**src/hdl/assert_macros.svh**
```systemverilog
// Assertion helpers shared by the RTL files.
// Each macro expects clk and rst to be visible in the module that uses it.
`ifndef ASSERT_MACROS_SVH
`define ASSERT_MACROS_SVH

`define ASSERT_ALWAYS(lbl, cond, msg) \
  lbl: assert property (@(posedge clk) disable iff (rst) (cond)) else $error(msg);

`define ASSERT_IMPLIES(lbl, ante, cons, msg) \
  lbl: assert property (@(posedge clk) disable iff (rst) (ante) |-> (cons)) else $error(msg);

`endif

```
**src/hdl/ra32w_pkg.sv**
```systemverilog
`timescale 1ns / 1ps
`default_nettype none
// ----------------------------------------------------------------------------
// ra32w_pkg
// Shared constants and types for the rolling Adler-32 window block.
// ----------------------------------------------------------------------------
package ra32w_pkg;

  localparam int MAX_WINDOW = 4096;
  localparam int PTR_W      = (MAX_WINDOW > 1) ? $clog2(MAX_WINDOW) : 1;
  localparam int WSIZE_W    = 13;
  localparam int DATA_W     = 8;
  localparam int SUM_W      = 16;
  localparam int QDEPTH     = 2;

  localparam logic [SUM_W-1:0] ADLER_MOD = 16'd65521;

  localparam int          ADDR_W          = 3;
  localparam logic [0:0]  REG_WINDOW_SIZE = 1'b0;

  typedef struct packed {
    logic [DATA_W-1:0] data_byte;
    logic [DATA_W-1:0] old_byte;
    logic              remove;
    logic              full;
    logic [SUM_W-1:0]  term;
  } ra32w_entry_t;

  typedef struct packed {
    logic               restart;
    logic [WSIZE_W-1:0] window_size;
  } ra32w_cfg_t;

endpackage
`default_nettype wire

```
**src/hdl/ra32w_queue.sv**
```systemverilog
`timescale 1ns / 1ps
`default_nettype none
// ----------------------------------------------------------------------------
// ra32w_queue
// Short FIFO between the front and back halves.
// ----------------------------------------------------------------------------
module ra32w_queue
  import ra32w_pkg::*;
(
  input  wire logic         clk,
  input  wire logic         rst,
  input  wire logic         push_valid,
  output logic              push_ready,
  input  wire ra32w_entry_t push_entry,
  output logic              pop_valid,
  input  wire logic         pop_ready,
  output ra32w_entry_t      pop_entry
);

  `include "assert_macros.svh"

  localparam int IDX_W = (QDEPTH > 1) ? $clog2(QDEPTH) : 1;
  localparam int CNT_W = $clog2(QDEPTH + 1);

  ra32w_entry_t     slots [QDEPTH];
  logic [IDX_W-1:0] wr_ptr;
  logic [IDX_W-1:0] rd_ptr;
  logic [CNT_W-1:0] count;
  logic             push;
  logic             pop;

  assign push_ready = (32'(count) < QDEPTH);
  assign pop_valid  = (count != '0);
  assign push       = push_valid && push_ready;
  assign pop        = pop_valid && pop_ready;
  assign pop_entry  = slots[rd_ptr];

  always_ff @(posedge clk) begin
    if (rst) begin
      wr_ptr <= '0;
      rd_ptr <= '0;
      count  <= '0;
    end else begin
      if (push) begin
        wr_ptr <= (32'(wr_ptr) == QDEPTH - 1) ? '0 : wr_ptr + 1'b1;
      end
      if (pop) begin
        rd_ptr <= (32'(rd_ptr) == QDEPTH - 1) ? '0 : rd_ptr + 1'b1;
      end
      if (push && !pop) begin
        count <= count + 1'b1;
      end else if (pop && !push) begin
        count <= count - 1'b1;
      end
    end
  end

  always_ff @(posedge clk) begin
    if (push) begin
      slots[wr_ptr] <= push_entry;
    end
  end

  `ASSERT_ALWAYS(a_count_range, 32'(count) <= QDEPTH, "queue count past depth")

endmodule
`default_nettype wire

```
**config.mk**
```make
export PLATFORM = sky130hd
export DESIGN_NAME = ra32w_queue
export DESIGN_NICKNAME = d
export VERILOG_FILES = /design/src/hdl/ra32w_pkg.sv /design/src/hdl/ra32w_queue.sv
export VERILOG_INCLUDE_DIRS = /design/src /design/src/hdl
export SDC_FILE = /design/constraint.sdc
export NUM_CORES = 1
export LEC_CHECK = 0
export ABC_AREA = 1
export BUFFER_PORTS_ARGS = -buffer_cell sky130_fd_sc_hd__buf_2
export CELL_PAD_IN_SITES_DETAIL_PLACEMENT = 0
export CELL_PAD_IN_SITES_GLOBAL_PLACEMENT = 1
export CORE_MARGIN = 1
export CORE_UTILIZATION = 43
export DETAILED_ROUTE_END_ITERATION = 12
export GPL_TIMING_DRIVEN = 0
export PLACE_DENSITY_LB_ADDON = 0.1
export SYNTH_ARGS = -nofsm -noshare
export SYNTH_HDL_FRONTEND = slang
export SYNTH_SLANG_ARGS = --single-unit
```
**constraint.sdc**
```tcl
create_clock -name clk -period 3.02 [get_ports clk]
set_input_delay 0.604 -clock clk [delete_from_list [all_inputs] [get_ports clk]]
set_output_delay 0.604 -clock clk [all_outputs]
set_load 0.01 [all_outputs]
```
# Yosys cells after proc, flatten, opt, wreduce, memory -nomap -nowiden

Memory sizes are Yosys's and may differ from the RTL's. A register that Yosys moved wholly into a read port is not among the register bits.
Cells that the tools add are included.

Memories kept: 1
Bits in latches: 0
Output and inout bits: 36
Bits in registers: 4
Bits of input ports: 38
Logic and storage cells: 25
ROM bits: 0
Memory bits (writable): 68

Add/subtract/negate cells: 4
Muxes and demuxes: 8
$mul: 0
$lt $le $gt $ge: 1
Shifts and indexed selects: 0
Reduce and logical (&&, ||, !) cells: 8
Divide/modulo/power cells: 0
Equality and inequality tests: 0
Bitwise gates (word level): 0

Memory list:

| name  | depth | width | rd ports | clocked after Yosys merged registers in | wr ports | line              | text |
|---|---|---|---|---|---|---|---|
| slots | 2     | 34    | 1        | 1                                       | 1        | ra32w_queue.sv:25 | `ra32w_entry_t slots [QDEPTH];` |

Operator list:

| cell                | count |
|---|---|
| $mux 1              | 6 |
| $logic_and 1x1->1   | 4 |
| $mux 2              | 2 |
| $reduce_bool 2->1   | 2 |
| $add 1x1->1 const B | 2 |
| $add 2x1->2 const B | 1 |
| $logic_not 1->1     | 2 |
| $lt 2x2->1 const B  | 1 |
| $sub 2x1->2 const B | 1 |

# Logic depth before layout (Yosys ltp)

Depth after elaboration: 6
Gate-level depth with buffers: 10
Gate-level depth less buffers: 10

# Worst setup path before layout

No wires, ideal clock.

Path type: input to register
Start point: input port push_valid
End point: memory slots[1][0] in the netlist's numbering (enable)
Data required time: 2.593 ns
Data arrival time: 2.154 ns
Stages: 2
Path buffers: 0
Library setup time: 0.427 ns
Slack: 0.440 ns
Path through: nand2_1 -> nor2_1

Cells in the longest elaborated chain, start to end: 3

RTL lines:

| item                         | line              | text |
|---|---|---|
| from (decl)                  | ra32w_queue.sv:12 | `input wire logic push_valid,` |
| $logic_and 1x1->1            | ra32w_queue.sv:34 | `assign push = push_valid && push_ready;` |
| $mux 1                       | ra32w_queue.sv:59 | `if (push) begin` |
| $mux 1 (implied by the code) | ra32w_queue.sv:60 | `slots[wr_ptr] <= push_entry;` |
| to (decl)                    | ra32w_queue.sv:25 |  |

No other way between the ends.

==> flow_summary.json <==
{
  "gp_congestion": 0.725,
  "fmax_mhz": 497,
  "criticalPathCategory": "reg2out",
  "synth_top_family_by_area": "multiplexers",
  "syn_area_um2": 2840,
  "dpl.hpwl_um": 3180,
  "async_flop_share_pct": 0,
  "wire_per_inst_um": 14.5,
  "end_kind": "primary output",
  "finalWorstSetupSlack_ns": 1.01,
  "required_ns": 2.42,
  "clockBufferDepth": 2,
  "status": "finished, final reports clean",
  "yosys-top-cells-count": "68 x edfxtp_1, 30 x mux2_4, 8 x inv_1, 8 x nand2_1, 6 x nor2_1",
  "clock-root-buffer": "clkbuf_8",
  "routed_wl_um": 4490,
  "num_rows": 29,
  "yosys.area.top_type": "edfxtp_1",
  "synth_simple_gate_area_share_pct": 2.60,
  "drv_cap": 0,
  "dieHeight_um": 83.3,
  "synth_cells": 141,
  "synth_compound_area_share_pct": 0.529,
  "grt_max_degree": 21,
  "rsz0062_at_grt": "false",
  "cts_buffers": 9,
  "syn-num-nets": 180,
  "area_growth_pct": 24.4,
  "whs_ns": 0.445,
  "cts_setup_buffers": 0,
  "clk_latency_ns": 0.33,
  "synthXorXnorAreaFrac_pct": 0,
  "yosysTopAreaCellShare_pct": 71.9,
  "hold_viol": 0,
  "io_pins": 74,
  "crit_arrival_ns": 1.41,
  "place_inst": 293,
  "cts_resized": 0,
  "fin_nets": 266,
  "synth.most_common_cell": "edfxtp_1",
  "cts_tree": "yes",
  "drv_slew": 0,
  "path_max_fanout": 10,
  "finalCriticalPeriod_ns": 2.01,
  "skew_ns": 0.00507,
  "stdcell_count": 309,
  "synthTopCellsByArea": "edfxtp_1 72%, mux2_4 16%, dfxtp_1 3.5%",
  "die-width_um": 83.3,
  "overflow": 0,
  "grt_pass1_wl_um": 7270,
  "place.port_buffers": 73,
  "cts_hold_buf": 0,
  "ys_seq_area_share_pct": 75.4,
  "worstMarginPinSlew_ns": 0.595,
  "hold_class": "in2reg",
  "drive_gt1_share_pct": 56.5,
  "antenna_found_initial": 0,
  "start_util_pct": 44.7,
  "diodes": 0,
  "syn_avg_cell_area_um2": 20.1,
  "synthMuxAreaShare_pct": 17.4,
  "n_fill_cell": 513,
  "synth.yosys.warnings": 0,
  "ys_seq_elements": 73,
  "synth.distinct_cells": 15,
  "core-area_um2": 6350,
  "synth_adder_area_share_pct": 0.441,
  "power_uw": 2850,
  "drc": 0,
  "setup_viol": 0,
  "timing.setup.tns_ns": 0,
  "synth_edf_count": 68,
  "first_pass_iters": 4,
  "drt_iter0_markers": 76,
  "num_vias": 1440,
  "cts.sinks": 73,
  "peakVddDrop_mv": 0.535,
  "power_density_nw_per_um2": 806,
  "cp-start-kind": "register",
  "grtUsageTotal_pct": 14.1,
  "grt_pass1_vias": 1503,
  "htreeDepth": 3,
  "dieArea_um2": 6930,
  "leakage_uw": 0.00142,
  "finalCritPeriodShare_pct": 66.6,
  "relSlewSlack_pct": 60.2,
  "dp_worst_setup_slack_ns": 1.12,
  "path_clk_slew_ns": 0.07,
  "synth-main-ff-cell": "edfxtp_1",
  "viasPerCell": 4.66,
  "antenna_left": 0
}
[cells in the final DEF (no fill, tap or decap), types with 2 or more instances in the layout]
cell type  synthesis  layout
clkbuf_8           0       9
inv_1              8       8
dfxtp_1            5       5
edfxtp_1          68      68
a21oi_1            2       2
buf_16             0       2
mux2_4            30      30
clkinv_2           0       6
mux2_2             4       4
nand3_1            2       2
nand2_1            8       8
buf_12             3       3
nor2_1             6       4
buf_2              0      73
nor2_4             0       2
[per-layer routing]
metal	track usage [%]	wire (um)
met1	16.0	1800
met2	23.8	2360
met3	5.17	264
met4	6.11	63
met5	0	0
[final timing paths]
path | slack, ns | endpoint | startpoint | cells after the start
max | 1.01 | pop_entry[9] | register | 4
min | 0.44 | wr_ptr | rst | 2
max reg2reg | 1.41 | slots[0][16] | count[1] | 4
min reg2reg | 0.51 | rd_ptr | rd_ptr | 2
[worst max-delay path: stages (launching register included)]
cell     delay [ns]
dfxtp_1        0.32
buf_6          0.15
buf_12         0.16
mux2_4         0.31
buf_2          0.14
[cell type report]
| cell class | count | area, um^2 | area share [%] |
|---|---|---|---|
| clock inverters | 7 | 37.5 | 1.06 |
| flip-flops and latches | 73 | 2140 | 60.6 |
| plain buffers | 4 | 71.3 | 2.02 |
| multi-input cells | 56 | 612 | 17.3 |
| well taps | 77 | 96.3 | 2.73 |
| inverters | 8 | 30.0 | 0.850 |
| clock buffers | 9 | 124 | 3.51 |
| repair buffers | 75 | 420 | 11.9 |
[cells by family (layout without fill, tap and decap cells)]
family | Yosys count | count (layout)
buffers and inverters | 12 | 103
flip-flops | 73 | 73
AND/OR/NAND/NOR | 18 | 18
multiplexers | 34 | 34
adder cells (fa/ha/maj) | 1 | 1
AO/OA/AOI/OAI | 3 | 3
[power breakdown]
group | switching (uW) | internal (uW) | total [uW] | leakage, uW
registers | 45.7 | 1300 | 1340 | 0.000674
clock network | 327 | 288 | 615 | 0.0000883
logic | 433 | 457 | 890 | 0.000661
total | 805 | 2040 | 2850 | 0.00142
[per-stage QoR]
step	util, %	instance area (um^2)
floorplan	-	2840
global placement	52.0	3300
detailed placement	53.1	3370
CTS	55.6	3530
global route	55.6	3530
finish	55.6	3530
[state kept, by name (all words and copies together) (netlist names), named ones only]
signal	count
count	2
rd_ptr	1
slots	68
wr_ptr	1
(Power assumes the default switching activity.)
