<file path="config.mk">
export PLATFORM = sky130hd
export DESIGN_NAME = ra32w_back
export DESIGN_NICKNAME = d
export VERILOG_FILES = /design/src/hdl/ra32w_pkg.sv /design/src/hdl/ra32w_back.sv
export VERILOG_INCLUDE_DIRS = /design/src /design/src/hdl
export SDC_FILE = /design/constraint.sdc
export NUM_CORES = 1
export LEC_CHECK = 0
export ABC_AREA = 1
export CORE_MARGIN = 2
export CORE_UTILIZATION = 62
export DETAILED_ROUTE_END_ITERATION = 6
export DONT_BUFFER_PORTS = 1
export PLACE_DENSITY = 0.86
export SYNTH_ARGS = -nofsm -noshare
export SYNTH_HDL_FRONTEND = slang
export SYNTH_SLANG_ARGS = --single-unit
export TNS_END_PERCENT = 100
</file>
<file path="constraint.sdc">
create_clock -name clk -period 22.8 [get_ports clk]
set_input_delay 2.28 -clock clk [delete_from_list [all_inputs] [get_ports clk]]
set_output_delay 2.28 -clock clk [all_outputs]
set_load 0.02 [all_outputs]
</file>
<file path="src/hdl/assert_macros.svh">
// Assertion helpers shared by the RTL files.
// Each macro expects clk and rst to be visible in the module that uses it.
`ifndef ASSERT_MACROS_SVH
`define ASSERT_MACROS_SVH

`define ASSERT_ALWAYS(lbl, cond, msg) \
  lbl: assert property (@(posedge clk) disable iff (rst) (cond)) else $error(msg);

`define ASSERT_IMPLIES(lbl, ante, cons, msg) \
  lbl: assert property (@(posedge clk) disable iff (rst) (ante) |-> (cons)) else $error(msg);

`endif

</file>
<file path="src/hdl/ra32w_pkg.sv">
`timescale 1ns / 1ps
`default_nettype none
// ----------------------------------------------------------------------------
// ra32w_pkg
// Shared constants and types for the rolling Adler-32 window block.
// ----------------------------------------------------------------------------
package ra32w_pkg;

  localparam int MAX_WINDOW = 4096;
  localparam int PTR_W      = (MAX_WINDOW > 1) ? $clog2(MAX_WINDOW) : 1;
  localparam int WSIZE_W    = 13;
  localparam int DATA_W     = 8;
  localparam int SUM_W      = 16;
  localparam int QDEPTH     = 2;

  localparam logic [SUM_W-1:0] ADLER_MOD = 16'd65521;

  localparam int          ADDR_W          = 3;
  localparam logic [0:0]  REG_WINDOW_SIZE = 1'b0;

  typedef struct packed {
    logic [DATA_W-1:0] data_byte;
    logic [DATA_W-1:0] old_byte;
    logic              remove;
    logic              full;
    logic [SUM_W-1:0]  term;
  } ra32w_entry_t;

  typedef struct packed {
    logic               restart;
    logic [WSIZE_W-1:0] window_size;
  } ra32w_cfg_t;

endpackage
`default_nettype wire

</file>
<file path="src/hdl/ra32w_back.sv">
`timescale 1ns / 1ps
`default_nettype none
// ----------------------------------------------------------------------------
// ra32w_back
// Applies removal and addition to sums A and B and holds the output beat.
// ----------------------------------------------------------------------------
module ra32w_back
  import ra32w_pkg::*;
(
  input  wire logic         clk,
  input  wire logic         rst,
  input  wire logic         restart,
  input  wire logic         q_valid,
  output logic              q_ready,
  input  wire ra32w_entry_t q_entry,
  output logic              out_valid,
  input  wire logic         out_ready,
  output logic [31:0]       out_checksum,
  output logic              out_full
);

  `include "assert_macros.svh"

  function automatic logic [SUM_W-1:0] sub_mod(input logic [SUM_W-1:0] x,
                                               input logic [SUM_W-1:0] y);
    logic [SUM_W:0] d;
    d = {1'b0, x} - {1'b0, y};
    return d[SUM_W] ? (d[SUM_W-1:0] + ADLER_MOD) : d[SUM_W-1:0];
  endfunction

  function automatic logic [SUM_W-1:0] add_mod(input logic [SUM_W-1:0] x,
                                               input logic [SUM_W-1:0] y);
    logic [SUM_W:0] s;
    s = {1'b0, x} + {1'b0, y};
    return (s >= {1'b0, ADLER_MOD}) ? SUM_W'(s - {1'b0, ADLER_MOD}) : s[SUM_W-1:0];
  endfunction

  logic [SUM_W-1:0] sum_a;
  logic [SUM_W-1:0] sum_b;
  logic [SUM_W-1:0] sum_a_next;
  logic [SUM_W-1:0] sum_b_next;
  logic [SUM_W-1:0] a_trim;
  logic [SUM_W-1:0] b_trim;
  logic             pop;

  assign q_ready = !out_valid || out_ready;
  assign pop     = q_valid && q_ready;

  assign a_trim     = q_entry.remove ? sub_mod(sum_a, SUM_W'(q_entry.old_byte)) : sum_a;
  assign b_trim     = q_entry.remove ? sub_mod(sum_b, q_entry.term) : sum_b;
  assign sum_a_next = add_mod(a_trim, SUM_W'(q_entry.data_byte));
  assign sum_b_next = add_mod(b_trim, sum_a_next);

  always_ff @(posedge clk) begin
    if (rst || restart) begin
      sum_a     <= SUM_W'(1);
      sum_b     <= '0;
      out_valid <= 1'b0;
    end else begin
      if (q_ready) begin
        out_valid <= q_valid;
      end
      if (pop) begin
        sum_a <= sum_a_next;
        sum_b <= sum_b_next;
      end
    end
  end

  always_ff @(posedge clk) begin
    if (pop) begin
      out_checksum <= {sum_b_next, sum_a_next};
      out_full     <= q_entry.full;
    end
  end

  `ASSERT_ALWAYS(a_sums_range, (sum_a < ADLER_MOD) && (sum_b < ADLER_MOD), "sum out of range")

endmodule
`default_nettype wire

</file>
Word-level counts from Yosys, hierarchy flattened
Cells that the tools add are included.
- reduce and logical (&&, ||, !) cells: 4
- $add $sub $neg: 8
- $lt $le $gt $ge: 2
- mux-type cells: 6
- operators with widths (operator ; count):
    $mux 16 ; 6
    $ge 17x16->1 const B ; 2
    $add 16x16->16 const B ; 2
    $sub 16x16->16 const B ; 2
    $add 16x16->17 ; 1
    $add 16x8->17 ; 1
    $sub 16x16->17 ; 1
    $sub 16x8->17 ; 1
    $logic_or 1x1->1 ; 2
    $logic_and 1x1->1 ; 1
    $logic_not 1->1 ; 1
- input bits: 39
- word-level logic and storage cells: 25
- flip-flop bits (word level): 66

Depth between registers and ports, before layout
Gate-level depths: netlist (run 1).
- depth after elaboration: 10
- gate-level depth with buffers: 61
- depth with buffers taken out: 60

Least setup slack after synthesis (run 1)
No wires, ideal clock.
- path kind: input-to-reg
- start: input port q_entry[18] (netlist name)
- end: register out_checksum[18], data pin
- setup time: 0.255 ns
- path buffers: 1
- slack: 13.667 ns
- stages on the path: 43
- data arrival time: 8.878 ns
- cells stage by stage: ha_1 > fa_1 > inv_2 > nand3_1 > nand3_2 > xor2_1 > a211oi_1 > xnor2_1 > a21oi_1 > ha_1 > inv_1 > nor4_1 > nand2_1 > o311ai_0 > nand2_1 > nand2_1 > nand4_2 > o21ai_1 > [... 7 more ...] > ha_1 > inv_1 > fa_1 > o21ai_0 > a21oi_1 > o21ai_0 > a21oi_1 > o21bai_1 > xor2_1 > nor4_1 > nand3_2 > nor2_2 > nand3_2 > nand2_2 > nand2_4 > buf_4 > nand3_1 > nand2_1
- longest elaborated chain between the ends: 10
- elaborated cells on any way between the ends: 12
- RTL lines (element ; line ; RTL):
    start: declaration ; ra32w_back.sv:15 ; input wire ra32w_entry_t q_entry,
    $sub 16x8->17 (*) ; ra32w_back.sv:27 ; d = {1'b0, x} - {1'b0, y};
    $add 16x16->16 ; ra32w_back.sv:28 ; return d[SUM_W] ? (d[SUM_W-1:0] + ADLER_MOD) : d[SUM_W-1:0];
    $mux 16 (*) ; ra32w_back.sv:28 ;
    $mux 16 (*) ; ra32w_back.sv:49 ; assign a_trim = q_entry.remove ? sub_mod(sum_a, SUM_W'(q_entry.old_byte)) : sum_a;
    $add 16x8->17 (*) ; ra32w_back.sv:34 ; s = {1'b0, x} + {1'b0, y};
    $sub 16x16->16 or $ge 17x16->1 (tied branches) ; ra32w_back.sv:35 ; return (s >= {1'b0, ADLER_MOD}) ? SUM_W'(s - {1'b0, ADLER_MOD}) : s[SUM_W-1:0];
    $mux 16 (*) ; ra32w_back.sv:35 ;
    named net sum_a_next[0] ; ra32w_back.sv:40 ; logic [SUM_W-1:0] sum_a_next;
    $add 16x16->17 (*) ; ra32w_back.sv:34 ;
    $sub 16x16->16 or $ge 17x16->1 (tied branches) ; ra32w_back.sv:35 ;
    $mux 16 (*) ; ra32w_back.sv:35 ;
    named net sum_b_next[2] ; ra32w_back.sv:41 ; logic [SUM_W-1:0] sum_b_next;
    end signal: assignment ; ra32w_back.sv:72 ; out_checksum <= {sum_b_next, sum_a_next};
    end: declaration ; ra32w_back.sv:18 ; output logic [31:0] out_checksum,
The timed path passes the listed nets; every way through them passes the cells marked *.
A chain may end at the register's enable or synchronous reset.

Worst setup path after layout (run 1)
- start: input port q_entry[18] (netlist name)
- end: register sum_b[12]
- longest elaborated chain between the ends: 10
- elaborated cells on any way between the ends: 12
- RTL lines (element ; line ; RTL):
    $sub 16x8->17 (*) ; ra32w_back.sv:27 ;
    $add 16x16->16 ; ra32w_back.sv:28 ;
    $mux 16 (*) ; ra32w_back.sv:28 ;
    $mux 16 (*) ; ra32w_back.sv:49 ;
    $add 16x8->17 (*) ; ra32w_back.sv:34 ;
    $sub 16x16->16 or $ge 17x16->1 (tied branches) ; ra32w_back.sv:35 ;
    $mux 16 (*) ; ra32w_back.sv:35 ;
    named net sum_a_next[0] ; ra32w_back.sv:40 ;
    $add 16x16->17 (*) ; ra32w_back.sv:34 ;
    $sub 16x16->16 or $ge 17x16->1 (tied branches) ; ra32w_back.sv:35 ;
    $mux 16 (*) ; ra32w_back.sv:35 ;
    end signal: assignment ; ra32w_back.sv:65 ; sum_b <= sum_b_next;
    end: declaration ; ra32w_back.sv:39 ; logic [SUM_W-1:0] sum_b;
Marks and branches as above.

==> results by group, run 1 <==
Setup path
  – Crit-path max FO: 16
  – Critical path arrival: 10.07 ns
  – CP peak stage delay: 0.50 ns
  – Startpoint types: input pin
  – Worst path slowest cell: nor4_1
  – Crit. End Element: flop
  – Data required, critical path: 23.12 ns
  – CP Class: in -> reg
  – Most frequent CP cell: nand3_1

Synth
  – Dominant cells by area after synthesis: edfxtp_1 14%, nand2_1 11%, ha_1 9.6%
  – Asr flop ratio synth: 0%
  – Synthesized Nets: 1098
  – Syn Std Cell Area: 6900 µm²
  – Sequential fraction of the synthesis area: 23.9%
  – Synth Warn #: 0
  – Distinct cells, synth: 59
  – Post-synthesis area per instance: 6.89 µm²
  – Synth Flop Type: edfxtp_1
  – Seq cells post-synth: 66
  – Yosys top cell by area: edfxtp_1
  – Post-Syn Instances: 1002
  – Number of synthesized flops with an enable pin: 33
  – Top cell type's share of synthesized area: 14.4%

Global routing
  – Initial antenna violation count: 0
  – GRT overflow: 0
  – Vias in the first global route: 5714
  – GRT Util Overall: 27.3%
  – First-pass GRT wire length: 25.6 mm
  – Largest net degree at the start of global routing: 77

Floorplan
  – Die H: 109 µm
  – Num ports: 74
  – Die extent in x: 109 µm
  – Cell Rows: 38
  – Die ar.: 12000 µm²
  – Core area: 10800 µm²
  – Starting Density: 63.7%

Drt
  – Total wire length: 15.6 mm
  – DR iter-0 viols: 340
  – DRC: 0
  – ANT nets after route: 0
  – WL per Instance: 13.6 µm
  – DR vias/cell: 5.43
  – Vias: 6203
  – Initial DRT Pass Iterations: 5

Min path
  – Hold Path Class: reg -> reg

STA
  – RSZ-0062 raised after global routing: false
  – Final setup fails: 0
  – Worst Hold Margin: 0.528 ns
  – Minimum clock period: 9.76 ns
  – Fmax: 103 MHz
  – Final Cycle Share: 42.8%
  – Worst slew pin tran: 0.979 ns
  – Clock skew: 0.00868 ns
  – Slew headroom: 34.6%
  – PnR worst setup slack: 13.04 ns
  – Max-slew violations: 0
  – Final Hold Fails: 0
  – Setup tns final: 0 ns

Layout
  – Share of layout cells above drive strength 1: 10.7%
  – Final net count: 1093
  – Final antenna diode count: 0
  – Area Growth Syn to Fin: 3.83%

Placement
  – Port bufs: 0
  – Global placer's final weighted congestion: 0.971
  – Hpwl dp: 12.2 mm
  – Worst slack at placement: 12.68 ns

Clock tree
  – Post-CTS Setup Inserts: 0
  – CTS Hold Bufs: 0
  – Clk_lat worst skew: 0.37 ns
  – Htree depth: 3
  – Clock Path Buffers: 2
  – Clock transition at path regs: 0.07 ns
  – Clk sink count: 66
  – Post-cts sizing count: 0
  – CTS tree: yes
  – CTS buffer count: 9
  – Root Driver: clkbuf_8

Power
  – Leakage power: 0.00375 µW
  – Peak supply drop: 49.2 µV
  – Power Density: 103 nW/µm²

Run
  – Max_cap viols: 0

Status
  – Status: finished, final reports clean
## worst max-delay path, delay by kind of cell
kind	cells	cell delay, ns
compound gates	10	1.95
xor+xnor	3	0.72
fa+ha+maj	5	1.70
buf+inv	6	0.45
simple gates	21	2.95
## area by class of cell
| class | count | area, µm² |
|---|---|---|
| multi-input combinational | 744 | 4480 |
| fill | 945 | 3680 |
| sequential | 66 | 1650 |
| inverter | 174 | 653 |
| tap | 140 | 175 |
| clock buffer | 10 | 128 |
| clock inverter | 6 | 57.6 |
| timing repair buffer | 2 | 15.0 |
## power breakdown
part	total [µW]	internal [µW]	switching, µW
Sequential	197	161	35.9
Clock	96.5	49.7	46.8
Combinational	446	150	296
Total	739	361	378
## logic make-up (layout without fill, tap and decap cells)
| group | count (synthesis) | count (layout) | share of synthesized area (%) |
|---|---|---|---|
| flops | 66 | 66 | 23.9 |
| fa+ha+maj | 57 | 57 | 10.8 |
| compound gates | 135 | 135 | 11.4 |
| xor+xnor | 62 | 62 | 8.14 |
| buf+inv | 192 | 192 | 11.1 |
| simple gates | 490 | 490 | 34.7 |
## layout by cell type (no fill, tap or decap), drive strengths merged, types with 33 or more instances in the layout
cell type	Yosys	layout
nand2	237	237
inv	171	172
nor2	118	118
nand3	85	85
a21oi	72	72
ha	53	53
xor2	51	51
o21ai	36	36
edfxtp	33	33
dfxtp	33	33
## synthesized netlist by cell type, types with 5 or more instances
cell type,n
nand2_1,206
inv_1,159
nor2_1,109
a21oi_1,68
nand3_1,64
ha_1,53
xor2_1,50
dfxtp_1,33
edfxtp_1,33
o21ai_0,32
nand3_2,20
nand2_4,17
nand2_2,14
nor3_1,13
inv_2,12
nand4_1,12
xnor2_1,11
clkbuf_1,7
nor2_2,7
or2_2,6
a211oi_1,5
nand3b_1,5
o21bai_1,5
## stage by stage
step	area [µm²]	util, %	std cells	total power [µW]
2_1_floorplan	6900	-	1002	559
3_5_place_dp	6980	64.4	1126	634
3_3_place_gp	6980	64.4	1126	631
4_1_cts	7160	66.1	1142	735
5_1_grt	7160	66.1	1142	800
6_report	7160	66.1	1142	739
## metal layers
metal / up-vias / global-route usage [%] / wire [µm]
met1: 2775 / 33.8 / 6980
met3: 29 / 4.51 / 864
met4: 0 / 11.2 / 395
met2: 170 / 47.1 / 7330
li1: 3229 / - / -
met5: - / 0 / 0
## registers in the layout, summed over array words and instances (netlist names)
signal,cells
sum_a,16
out_valid,1
sum_b,16
out_checksum,32
out_full,1
## final timing paths
kind / start / endpoint / slack (ns) / depth (start not counted)
max: q_entry[18] / sum_b[12]$_SDFFE_PP0P_ / 13.04 / 45
min: sum_a[14]$_SDFFE_PP0P_ / sum_a[14]$_SDFFE_PP0P_ / 0.53 / 2
max reg2reg: sum_a[0]$_SDFFE_PP1P_ / sum_b[12]$_SDFFE_PP0P_ / 14.57 / 46
min reg2reg: sum_a[14]$_SDFFE_PP0P_ / sum_a[14]$_SDFFE_PP0P_ / 0.53 / 2
Note: power is estimated with default switching activity, not from simulation.
==> inputs of run 2 (changes only) <==
--- a/config.mk
+++ b/config.mk
@@ -6,9 +6,9 @@
 export SDC_FILE = /design/constraint.sdc
 export NUM_CORES = 1
 export LEC_CHECK = 0
-export ABC_AREA = 1
+export ABC_AREA = 0
 export CORE_MARGIN = 2
-export CORE_UTILIZATION = 62
+export CORE_UTILIZATION = 59
 export DETAILED_ROUTE_END_ITERATION = 6
 export DONT_BUFFER_PORTS = 1
 export PLACE_DENSITY = 0.86
==> constraint.sdc (replaced) <==
create_clock -name clk -period 8.5 [get_ports clk]
set_input_delay 0.85 -clock clk [delete_from_list [all_inputs] [get_ports clk]]
set_output_delay 0.85 -clock clk [all_outputs]
set_load 0.02 [all_outputs]
==> run 2 against run 1 <==
The run now ends with negative setup slack left. Core utilization is 7.2 points higher. Clock skew is 0.0056 ns higher. Count of clock-buffer cells in the layout is 1 lower. First-iteration DRC count is 82% higher. Final cell count is 10% lower. Via count is 3.4% higher. Critical path type unchanged.
==> results by group, run 2 <==
Drt
  – ANT nets after route: 0
  – DR vias/cell: 6.26
  – DR iter-0 viols: 620
  – DRC: 0
  – Vias: 6417
  – Total wire length: 19.2 mm
  – WL per Instance: 18.7 µm
  – Initial DRT Pass Iterations: 5

Power
  – Power Density: 361 nW/µm²
  – Peak supply drop: 182 µV
  – Total power: 2860 µW
  – Leakage power: 0.00337 µW

Run
  – Max_cap viols: 0

Status
  – Status: complete, but fails checks
  – Violated checks: negative setup slack

Synth
  – Syn Std Cell Area: 6520 µm²
  – Synthesized Nets: 890
  – Synth Flop Type: edfxtp_1
  – Distinct cells, synth: 85
  – Top cell type's share of synthesized area: 15.2%
  – Post-Syn Instances: 794
  – Dominant cells by area after synthesis: edfxtp_1 15%, ha_1 10%, dfxtp_1 10%
  – Yosys top cell by area: edfxtp_1
  – Most instantiated library cell after synthesis: nor2_1
  – Synth Warn #: 0
  – Sequential fraction of the synthesis area: 25.3%
  – Number of synthesized flops with an enable pin: 33
  – Asr flop ratio synth: 0%
  – Top post-synthesis cells by count: 92 x nor2_1, 68 x nand2_1, 64 x xnor2_1, 61 x a21oi_1, 61 x inv_1
  – Post-synthesis area per instance: 8.21 µm²
  – Seq cells post-synth: 66

Floorplan
  – Cell Rows: 38
  – Starting Density: 60.4%
  – Core area: 10800 µm²
  – Die extent in x: 109 µm
  – Num ports: 74
  – Die ar.: 11900 µm²
  – Die H: 109 µm

STA
  – Final Cycle Share: 101%
  – Clock skew: 0.0143 ns
  – Max-slew violations: 0
  – Fmax: 116 MHz
  – Worst Hold Margin: 0.510 ns
  – Final setup fails: 4
  – Minimum clock period: 8.58 ns
  – Slew headroom: 50.5%
  – PnR worst setup slack: -0.0839 ns
  – Worst slew pin tran: 0.743 ns
  – RSZ-0062 raised after global routing: true
  – Final Hold Fails: 0

Setup path
  – Crit. End Element: flop
  – Critical path arrival: 8.87 ns
  – CP peak stage delay: 0.54 ns
  – Most frequent CP cell: nand2_1
  – CP Class: in -> reg
  – Startpoint types: input pin
  – Data required, critical path: 8.78 ns
  – Crit-path max FO: 5
  – Worst path slowest cell: or4_4

Layout
  – Fill count: 738
  – Final antenna diode count: 0
  – Biggest regs: out_checksum x32, sum_a x16, sum_b x16
  – Seq. cell area: 1650 µm²
  – Largest Register: out_checksum
  – Commonest cells after routing, fill and taps aside: 90 x nor2_1, 90 x buf_4, 64 x nand2_1, 58 x xnor2_1, 57 x inv_1
  – Area of the multi-input gates: 4890 µm²
  – Non-filler cells in the finished layout: 1025
  – Max reg flops: 32
  – Final net count: 976
  – Share of layout cells above drive strength 1: 24.9%
  – Area Growth Syn to Fin: 21.4%

Clock tree
  – Clk_lat worst skew: 0.36 ns
  – CTS Hold Bufs: 0
  – Clk sink count: 66
  – Htree depth: 3
  – Clock transition at path regs: 0.07 ns
  – Root Driver: clkbuf_8
  – CTS tree: yes
  – Clock Path Buffers: 2
  – CTS buffer count: 9

Placement
  – Global placer's final weighted congestion: 0.888
  – Hpwl dp: 13.6 mm
  – Post-placement cell count: 985
  – Port bufs: 0

Global routing
  – GRT Util Overall: 29.9%
  – Vias in the first global route: 5967
  – Largest net degree at the start of global routing: 64
  – First-pass GRT wire length: 27.8 mm
  – Initial antenna violation count: 0
  – GRT overflow: 0

Min path
  – Hold Path Class: reg -> reg
run 2: cell count changes after synthesis, sizes merged, moves of 10 or more:
cell / before / now
nand2: 237 / 68
inv: 171 / 62
nand3: 85 / 17
xnor2: 11 / 67
nor2: 118 / 92
xor2: 51 / 29
a21o: 1 / 14
nor3: 14 / 27
nand2b: 1 / 11
o21a: 1 / 11
run 2: final timing paths:
check | endpoint | cells past startpoint | slack, ns | start
max reg2reg | sum_b[13]$_SDFFE_PP0P_ | 40 | 0.03 | sum_a[7]$_SDFFE_PP0P_
min reg2reg | sum_a[13]$_SDFFE_PP0P_ | 2 | 0.51 | sum_a[13]$_SDFFE_PP0P_
max | sum_b[13]$_SDFFE_PP0P_ | 41 | -0.08 | q_entry[25]
min | sum_a[13]$_SDFFE_PP0P_ | 2 | 0.51 | sum_a[13]$_SDFFE_PP0P_
run 2: power by group:
part	switching (µW)	internal, µW	leakage, µW
sequential	122	466	0.000592
clock	132	164	0.000107
combinational	1090	886	0.00267
total	1340	1520	0.00337
run 2: kinds of logic (layout without fill, tap and decap cells):
| kind of cell | after synthesis | after routing | synth area share [%] |
|---|---|---|---|
| compound gates | 192 | 192 | 20.8 |
| simple gates | 287 | 287 | 22.0 |
| buf+inv | 82 | 173 | 4.93 |
| mux | 14 | 14 | 2.25 |
| flops | 66 | 66 | 25.3 |
| xor+xnor | 96 | 96 | 13.2 |
| fa+ha+maj | 57 | 57 | 11.4 |
run 2: layer usage:
layer  up-vias  share of wire [%]  global-route usage, %
li1       2998                  -                      -
met1      3015                 40                   35.7
met2       318                 49                   53.5
met3        86                6.1                   4.48
met4         0                4.5                   12.0
met5         -                  0                      0
run 2: repair_timing:
action,4_1_cts,5_1_grt
endpoints found under the setup margin,24,32
setup buffers,3,22
hold endpoints to repair,0,0
resized for setup,4,75
pin swaps,2,56
run 2: worst max-delay path: cells and delay by family:
family / cells / cell delay, ns
AOI/OAI and AO/OA: 12 / 2.19
xor gates and xnor gates: 4 / 0.71
adders and majority gates: 5 / 1.34
buffers and inverters: 5 / 0.37
and+or+nand+nor: 15 / 3.42
run 2: cell type report:
type	instances	area share (%)
repair buffers	95	9.25
clock buffers	9	1.57
inverters	62	3.07
well taps	140	2.21
clock inverters	7	1.19
flip-flops and latches	66	20.9
multi-input cells	646	61.8
run 2: stage by stage:
| stage | util [%] | cell area (µm²) | TNS (ns) | worst slack [ns] |
|---|---|---|---|---|
| 4_1_cts | 69.1 | 7450 | 0 | 0.00352 |
| 2_1_floorplan | - | 6570 | 0 | 0.0146 |
| 5_1_grt | 73.3 | 7910 | -6.25 | -0.349 |
| 3_3_place_gp | 66.7 | 7200 | -1.03 | -0.158 |
| 3_5_place_dp | 66.7 | 7200 | -10.48 | -0.454 |
| 6_report | 73.3 | 7910 | -0.158 | -0.0839 |
